`src/fmul_pkg.sv`:
```
// ----------------------------------------------------------------------------
// fmul_pkg: shared types and constants for the single-precision multiplier
// Operand and result transfer structs, field widths and exponent bounds.
// ----------------------------------------------------------------------------
package fmul_pkg;

  localparam int FRAC_W = 23;
  localparam int SIG_W  = 24;
  localparam int EXP_W  = 8;
  localparam int PROD_W = 48;
  localparam int EXP_CALC_W = 11;  // signed, holds -1024..1023

  localparam logic signed [EXP_CALC_W-1:0] BIAS    = 11'sd127;
  localparam logic signed [EXP_CALC_W-1:0] EXP_MAX = 11'sd254;

  typedef struct packed {
    logic [31:0] operand_a;
    logic [31:0] operand_b;
  } fmul_in_t;

  typedef struct packed {
    logic [31:0] product;
    logic        overflow;
    logic        underflow;
  } fmul_out_t;

  // Data carried from one cell of the pipeline to the next.
  typedef struct packed {
    logic                         sgn;
    logic signed [EXP_CALC_W-1:0] exp;
    logic [SIG_W-1:0]             ma;
    logic [SIG_W-1:0]             mb;
    logic [PROD_W-1:0]            prod;
  } fmul_stage_t;

endpackage

```
`src/float32_multiplier.sv`:
```
// ----------------------------------------------------------------------------
// float32_multiplier: IEEE 754 single-precision multiply, round half up
// Three cells in a chain: unpack, 24x24 multiply, normalize/round/pack.
// ----------------------------------------------------------------------------
// An operand pair is registered in cell 0, then cell 1, then cell 2, which
// presents the result.
// Throughput: one operand pair per cycle while out_stall is low.
// Each cell advances whenever the next has room, so a held result stalls
// the chain only as far back as needed.
// Reset (rst, synchronous): clears all cell valid bits; payloads are not reset.
module float32_multiplier (
  input  logic                clk,
  input  logic                rst,
  input  logic                in_valid,
  output logic                in_stall,
  input  fmul_pkg::fmul_in_t  in_data,
  output logic                out_valid,
  input  logic                out_stall,
  output fmul_pkg::fmul_out_t out_data
);

  localparam int SW = $bits(fmul_pkg::fmul_stage_t);
  localparam int OW = $bits(fmul_pkg::fmul_out_t);

  fmul_pkg::fmul_stage_t unp, s0, mul_next, s1;
  fmul_pkg::fmul_out_t   res_next;
  logic v0, v1, r0, r1, r2;

  // Unpack
  always_comb begin
    unp      = '0;
    unp.sgn  = in_data.operand_a[31] ^ in_data.operand_b[31];
    unp.exp  = $signed({3'b000, in_data.operand_a[30:23]})
             + $signed({3'b000, in_data.operand_b[30:23]}) - fmul_pkg::BIAS;
    unp.ma   = {1'b1, in_data.operand_a[22:0]};
    unp.mb   = {1'b1, in_data.operand_b[22:0]};
  end

  fmul_cell #(.W(SW)) u_c0 (
    .clk(clk), .rst(rst), .in_valid(in_valid), .in_data(unp), .in_room(r0),
    .valid(v0), .data(s0), .out_room(r1)
  );

  always_comb begin
    mul_next      = s0;
    mul_next.prod = s0.ma * s0.mb;
  end

  fmul_cell #(.W(SW)) u_c1 (
    .clk(clk), .rst(rst), .in_valid(v0), .in_data(mul_next), .in_room(r1),
    .valid(v1), .data(s1), .out_room(r2)
  );

  // Normalize, round, pack
  logic                                  top;
  logic [fmul_pkg::PROD_W-1:0]           norm;
  logic [fmul_pkg::FRAC_W:0]             frac_r;
  logic signed [fmul_pkg::EXP_CALC_W-1:0] e;

  always_comb begin
    top    = s1.prod[47];
    norm   = top ? s1.prod : {s1.prod[46:0], 1'b0};
    frac_r = {1'b0, norm[46:24]} + {23'd0, norm[23]};
    e      = s1.exp + (top ? 11'sd1 : 11'sd0) + (frac_r[23] ? 11'sd1 : 11'sd0);
    res_next = '0;
    res_next.product[31]   = s1.sgn;
    res_next.product[22:0] = frac_r[22:0];
    if (e > fmul_pkg::EXP_MAX) begin
      res_next.overflow = 1'b1;
    end else if (e < 11'sd1) begin
      res_next.underflow = 1'b1;
    end else begin
      res_next.product[30:23] = e[7:0];
    end
  end

  fmul_cell #(.W(OW)) u_c2 (
    .clk(clk), .rst(rst), .in_valid(v1), .in_data(res_next), .in_room(r2),
    .valid(out_valid), .data(out_data), .out_room(!out_stall)
  );

  assign in_stall = !r0;

  a_no_both_flags: assert property (@(posedge clk) disable iff (rst)
    out_valid |-> !(out_data.overflow && out_data.underflow))
    else $error("both flags set");
  a_flag_zero_exp: assert property (@(posedge clk) disable iff (rst)
    out_valid && (out_data.overflow || out_data.underflow)
      |-> out_data.product[30:23] == 8'd0)
    else $error("flagged result has nonzero exponent");
  a_hold_on_stall: assert property (@(posedge clk) disable iff (rst)
    v1 && !r2 |=> v1 && $stable(s1))
    else $error("cell 1 lost data while stalled");
  a_advance: assert property (@(posedge clk) disable iff (rst)
    v0 && r1 |=> v1)
    else $error("cell 0 transfer dropped");

endmodule

```
`src/fmul_cell.sv`:
```
// ----------------------------------------------------------------------------
// fmul_cell: one pipeline cell with local hold/advance control
// Registers a stage payload; advances when empty or when downstream has room.
// ----------------------------------------------------------------------------
module fmul_cell #(
  parameter int W = 8
) (
  input  logic         clk,
  input  logic         rst,
  input  logic         in_valid,
  input  logic [W-1:0] in_data,
  output logic         in_room,
  output logic         valid,
  output logic [W-1:0] data,
  input  logic         out_room
);

  assign in_room = !valid || out_room;

  always_ff @(posedge clk) begin
    if (rst) begin
      valid <= 1'b0;
    end else if (in_room) begin
      valid <= in_valid;
    end
  end

  always_ff @(posedge clk) begin
    if (in_room && in_valid) begin
      data <= in_data;
    end
  end

endmodule
```
`config.mk`:
```
export PLATFORM = sky130hd
export DESIGN_NAME = float32_multiplier
export DESIGN_NICKNAME = d
export VERILOG_FILES = /design/src/fmul_pkg.sv /design/src/float32_multiplier.sv /design/src/fmul_cell.sv
export SDC_FILE = /design/constraint.sdc
export NUM_CORES = 2
export LEC_CHECK = 0
export ABC_AREA = 1
export BUFFER_PORTS_ARGS = -buffer_cell sky130_fd_sc_hd__buf_2
export CAP_MARGIN = 25
export CORE_MARGIN = 2
export CORE_UTILIZATION = 40
export CTS_CLUSTER_DIAMETER = 60
export CTS_CLUSTER_SIZE = 25
export DETAILED_ROUTE_END_ITERATION = 10
export PLACE_DENSITY = 0.65
export SLEW_MARGIN = 20
export SYNTH_ARGS = -nofsm -noshare
export SYNTH_HDL_FRONTEND = slang
export SYNTH_SLANG_ARGS = --single-unit
```
`constraint.sdc`:
```
create_clock -name clk -period 10.6 [get_ports clk]
set_clock_uncertainty 0.15 [all_clocks]
set_input_delay 0 -clock clk [delete_from_list [all_inputs] [get_ports clk]]
set_output_delay 0 -clock clk [all_outputs]
set_load 0.02 [all_outputs]
```
* Yosys cells after proc, flatten, opt, wreduce, memory -nomap -nowiden
Index checks and enable logic that the tools add are counted.
Cells by class: reductions and logical operators 12, mux-type cells 5, add/subtract/negate cells 5, $mul 1, bitwise gates (word level) 1, $lt $le $gt $ge 2
Operator list (count):
- 24-bit by 24-bit multiplier with 48-bit output | 1
- 47-bit two-way mux | 1
- 23-bit by 1-bit adder with 24-bit output | 1
- 11-bit by 2-bit adder with 11-bit output | 2
- 11-bit by 9-bit greater-than comparator with 1-bit output, second input constant | 1
- 11-bit by 2-bit < comparator with 1-bit output, second input constant | 1
- 9-bit by 7-bit subtractor with 10-bit output, second input constant | 1
- 8-bit by 8-bit adder with 9-bit output | 1
- 1-bit zero test | 5
- 1-bit two-way mux | 4
- 1-bit logical AND | 3
- 1-bit logical OR | 3
- 2-bit OR reduction | 1
- 1-bit XOR | 1
Word-level totals: bits of input ports 68, output and inout port bits 36, register bits 201, logic and storage cells 34

* Longest topological paths before layout
word-level depth 6, gate-level depth with buffers 29, gate-level depth less buffers 28

* Hierarchy
A second synthesis with hierarchy kept.
Unflattened totals: cell total of the unflattened synthesis 3501, area, all modules 29953.7 um2
Modules (own cells, without submodules):
- float32_multiplier | instances 1, seq. area each 0.0 um2, area an instance 22303.9 um2, cells an instance 3233
- fmul_cell (u_c0 ...) | instances 2, seq. area each 3263.1 um2, area an instance 3290.7 um2, cells an instance 114
- fmul_cell (u_c2) | instances 1, seq. area each 1041.0 um2, area an instance 1068.5 um2, cells an instance 40

* Worst setup path before layout
Ideal clock, no wire load.
path kind register -> register, from register u_c0.data[85], to register u_c1.data[45], data pin, stages on the path, launching flop included 27, path buffers 1, data required time 10.197 ns, arrival 5.749 ns, setup time 0.253 ns, period minus slack after synthesis 6.151 ns, slack 4.449 ns, cell sequence edfxtp_1 -> clkbuf_1 -> nand2_1 -> fa_1 -> inv_1 -> fa_1 -> inv_1 -> fa_1 -> inv_1 -> fa_1 -> inv_1 -> fa_1 -> inv_1 -> fa_1 -> inv_1 -> fa_1 -> inv_1 -> ha_1 -> nand2_1 -> inv_1 -> a21oi_1 -> o21a_1 -> nor2_1 -> o21ai_0 -> nand3_1 -> nand2_1 -> nand2_1
RTL lines:
- start, declared | line fmul_cell.sv:14 | output logic [W-1:0] data,
- start signal, assigned | line fmul_cell.sv:30 | data <= in_data;
- end signal, assigned | line fmul_cell.sv:30
- end, declared | line fmul_cell.sv:14

==> out/results.md <==
| Result | Reported | Unit |
| --- | --- | --- |
| Worst slew margin relative to its limit | 29.6 | % |
| Post-CTS Repair Setup Buffers | 0 | - |
| Hold path startpoint | in_data[59] | - |
| Number of buffers and inverters on the critical path | 6 | - |
| Ranking of synthesized cells by area | sky130_fd_sc_hd__fa_1 (38%), sky130_fd_sc_hd__edfxtp_1 (15%), sky130_fd_sc_hd__inv_1 (15%) | - |
| Final HPWL from detailed placement | 50900 | um |
| Synthesized instance count | 3085 | - |
| Final-report setup violation count | 0 | - |
| Portion of the post-synthesis area used by sequential elements | 15.4 | % |
| Relative area change from synthesis to final layout | 11.5 | % |
| Die boundary height | 256 | um |
| 1st-pass router iterations | 5 | - |
| Count of hold-fix buffers inserted at cts | 67 | - |
| Flip-flop cell with the highest count after synthesis | sky130_fd_sc_hd__edfxtp_1 | - |
| Library cells used by synthesis | 49 | - |
| Total grt overflow | 0 | - |
| Row count | 92 | - |
| Number of pins exceeding their max-slew limit in the final report | 0 | - |
| Antenna diode count | 0 | - |
| WP data required | 10.72 | ns |
| Number of port buffers | 103 | - |
| CTS H-Tree Depth | 4 | - |
| Die area | 65400 | sq um |
| Hold Path Sink | u_c0.data[100] | - |
| Minimum clock period | 7.11 | ns |
| Initial Utilization | 40.3 | % |
| Tcrit/Tclk final | 67.1 | % |
| Number of max-cap violations | 0 | - |
| Fillcell total | 6234 | - |
| ANT nets after route | 0 | - |
| Clock tree from TritonCTS | done | - |
| Average via count per standard cell | 4.68 | - |
| Maximum fanout count along the critical path | 24 | - |
| Cell area reported after detailed placement | 26800 | sq um |
| Unrepaired setup endpoints after global routing | false | - |
| Yosys warning count | 0 | - |
| Cell family contributing the most delay on the critical path | adder cells | - |
| Synth top area share | 38.1 | % |
| Crit-path slowest cell | sky130_fd_sc_hd__edfxtp_1 | - |
| Total negative slack | 0 | ns |
| Number of enable flip-flop cells after synthesis | 128 | - |
| Depth of the most critical reg-to-reg path | 21 | - |
| Worst Hold Depth | 4 | - |
| Total number of vias | 19100 | - |
| Clock-pin slew of the registers on the worst-case setup and hold paths | 0.07 | ns |
| Classification of the worst setup path | register to register | - |
| Post-synthesis instance area | 25400 | sq um |
| Routed length per instance | 15.6 | um |
| Initial DRC Count | 1142 | - |
| Standard cell core area | 62900 | sq um |
| Setup slack of the most critical reg-to-reg path | 3.49 | ns |
| Reg2Reg Capture Point | u_c1.data[26] | - |
| Type of destination of the critical path | register | - |
| Asr flop ratio synth | 0 | % |
| Class of the most critical hold timing path | input pin to register | - |
| TritonCTS Buffers | 17 | - |
| Worst Path Arrival | 7.23 | ns |
| Routability cong. | 0.953 | - |
| Library cell occupying the most area in the post-synthesis netlist | sky130_fd_sc_hd__fa_1 | - |
| Hold slack final | 0.0310 | ns |
| Cts repair resizes | 0 | - |
| Final hold vios | 0 | - |
| Critical path's most frequent cell | sky130_fd_sc_hd__fa_1 | - |
| Largest net degree at the start of global routing | 58 | - |
| Synthesized area per cell | 8.22 | sq um |
| Horiz. Die Dim | 256 | um |
| Cell-by-cell trace of the critical path | nand2_1, fa_1, inv_1, fa_1, inv_1, fa_1, fa_1, inv_1, fa_1, fa_1, inv_1, fa_1, inv_1, ha_1, nand2_1, nor2_1, inv_1, nor4_1, nand2_1, nand2_1, xor2_1 | - |
| Largest stage delay on the critical path | 1.05 | ns |
| Global-route wire length before repair | 108000 | um |
| Synth cell count leaders | sky130_fd_sc_hd__inv_1 (990), sky130_fd_sc_hd__nand2_1 (755), sky130_fd_sc_hd__fa_1 (483) | - |
| Max Clock Freq | 0.141 | GHz |
| Number of antenna violations at the first check in global routing | 0 | - |
| Drc violations | 0 | - |
| Tot GR Track Use | 20.8 | % |
| Register bit count reported by yosys | 131 | - |
| Non-Filler Cell Area, Final | 28300 | sq um |
| Start of the worst register-to-register path | u_c0.data[51] | - |
| Startpoint kind of the worst setup timing path | register | - |
| Dominant cell by count in the synthesized netlist | sky130_fd_sc_hd__inv_1 | - |
| Result of the run | complete, no violations | - |
| Number of nets in the synthesized netlist | 3823 | - |
| Layout cells sized above 1 | 6.58 | % |
| Total wirelength of the detailed-routed design | 63800 | um |
| Vias in the first global route | 20700 | - |
| Clk_lat worst skew | 0.48 | ns |
| Total number of nets in the final design | 3962 | - |
| Clock Path Buffers | 2 | - |
| Number of clock sinks | 131 | - |
| Worst-Margin Slew | 1.06 | ns |
| Root buffer cell | sky130_fd_sc_hd__clkbuf_16 | - |
| Io pins | 104 | - |
-- worst register-to-register path: cells and delay by family (launching register included) --
family	cells	cell delay, ns
xor gates and xnor gates	1	0.28
adders and majority gates	8	3.95
buffers and inverters	6	0.36
DFF	1	1.05
and+or+nand+nor	6	1.11
-- placed cells by master, fill, tap and decap left out, drive strengths merged, types with 3 or more instances in the layout --
master / n
o21ai: 49
xnor2: 10
nand4: 18
inv: 1002
ha: 187
nand2: 758
dfxtp: 3
clkbuf: 17
o21a: 7
a21oi: 68
nor2: 138
o21bai: 7
fa: 483
dlygate4sd3: 67
xor2: 37
buf: 150
nor3: 15
nand3: 52
a21o: 10
nor4: 4
edfxtp: 128
nand3b: 3
mux2i: 3
clkinv: 5
a21boi: 4
-- metrics by stage --
stage | setup slack, ns | cells | utilization (%)
3_5_place_dp | 3.52 | 3975 | 42.7
5_1_grt | 3.08 | 4083 | 45.0
6_report | 3.49 | 4083 | 45.0
4_1_cts | 3.49 | 4074 | 44.7
2_1_floorplan | 4.45 | 3085 | -
3_3_place_gp | 3.45 | 3974 | 42.7
-- how the worst max path moves through the flow --
stage / start / endpoint / cells after the start / slack, ns
detailed placement: u_c0.data[85] / u_c1.data[39] / 25 / 3.52
global placement: u_c0.data[86] / u_c1.data[46] / 21 / 3.45
finish: u_c0.data[51] / u_c1.data[26] / 21 / 3.49
global route: u_c0.data[51] / u_c1.data[34] / 23 / 3.08
CTS: u_c0.data[63] / u_c1.data[46] / 21 / 3.49
floorplan: u_c0.data[85] / u_c1.data[45] / 26 / 4.45
-- kinds of logic (layout without fill, tap and decap cells) --
family	count (synthesis)	count (layout)	synth area share (%)
multiplexers	3	3	0.148
adder cells (fa/ha/maj)	670	670	47.4
buffers and inverters	1090	1242	16.3
XOR/XNOR	47	47	1.62
flip-flops	131	131	15.4
AO/OA/AOI/OAI	152	152	3.52
AND/OR/NAND/NOR	992	992	15.6
-- flip-flops by register name, indices dropped and copies added, names as in the netlist --
signal and flops:
u_c2.data 34, u_c0.data 57, u_c1.valid 1, u_c1.data 37
u_c2.valid 1, u_c0.valid 1
-- metal layers --
metal	global-route usage [%]	wire length [um]	vias up	share of wire (%)
met5	0	0	-	0
met4	6.37	1550	0	2.4
met3	2.30	2880	83	4.5
met2	36.2	31500	490	49
met1	27.3	27800	9446	44
li1	-	-	9084	-
-- cell type report --
cell class              count  area, sq um  share of cell area (%)
well taps                 846         1060                    3.74
clock inverters            15          180                   0.637
multi-input cells        1864        17300                    61.3
flip-flops and latches    131         3900                    13.8
inverters                 993         3730                    13.2
clock buffers              17          425                    1.50
repair buffers            217         1650                    5.83
Power is not shown: default switching activity piles up to over one toggle a cycle in this logic, so the estimate is an artifact.
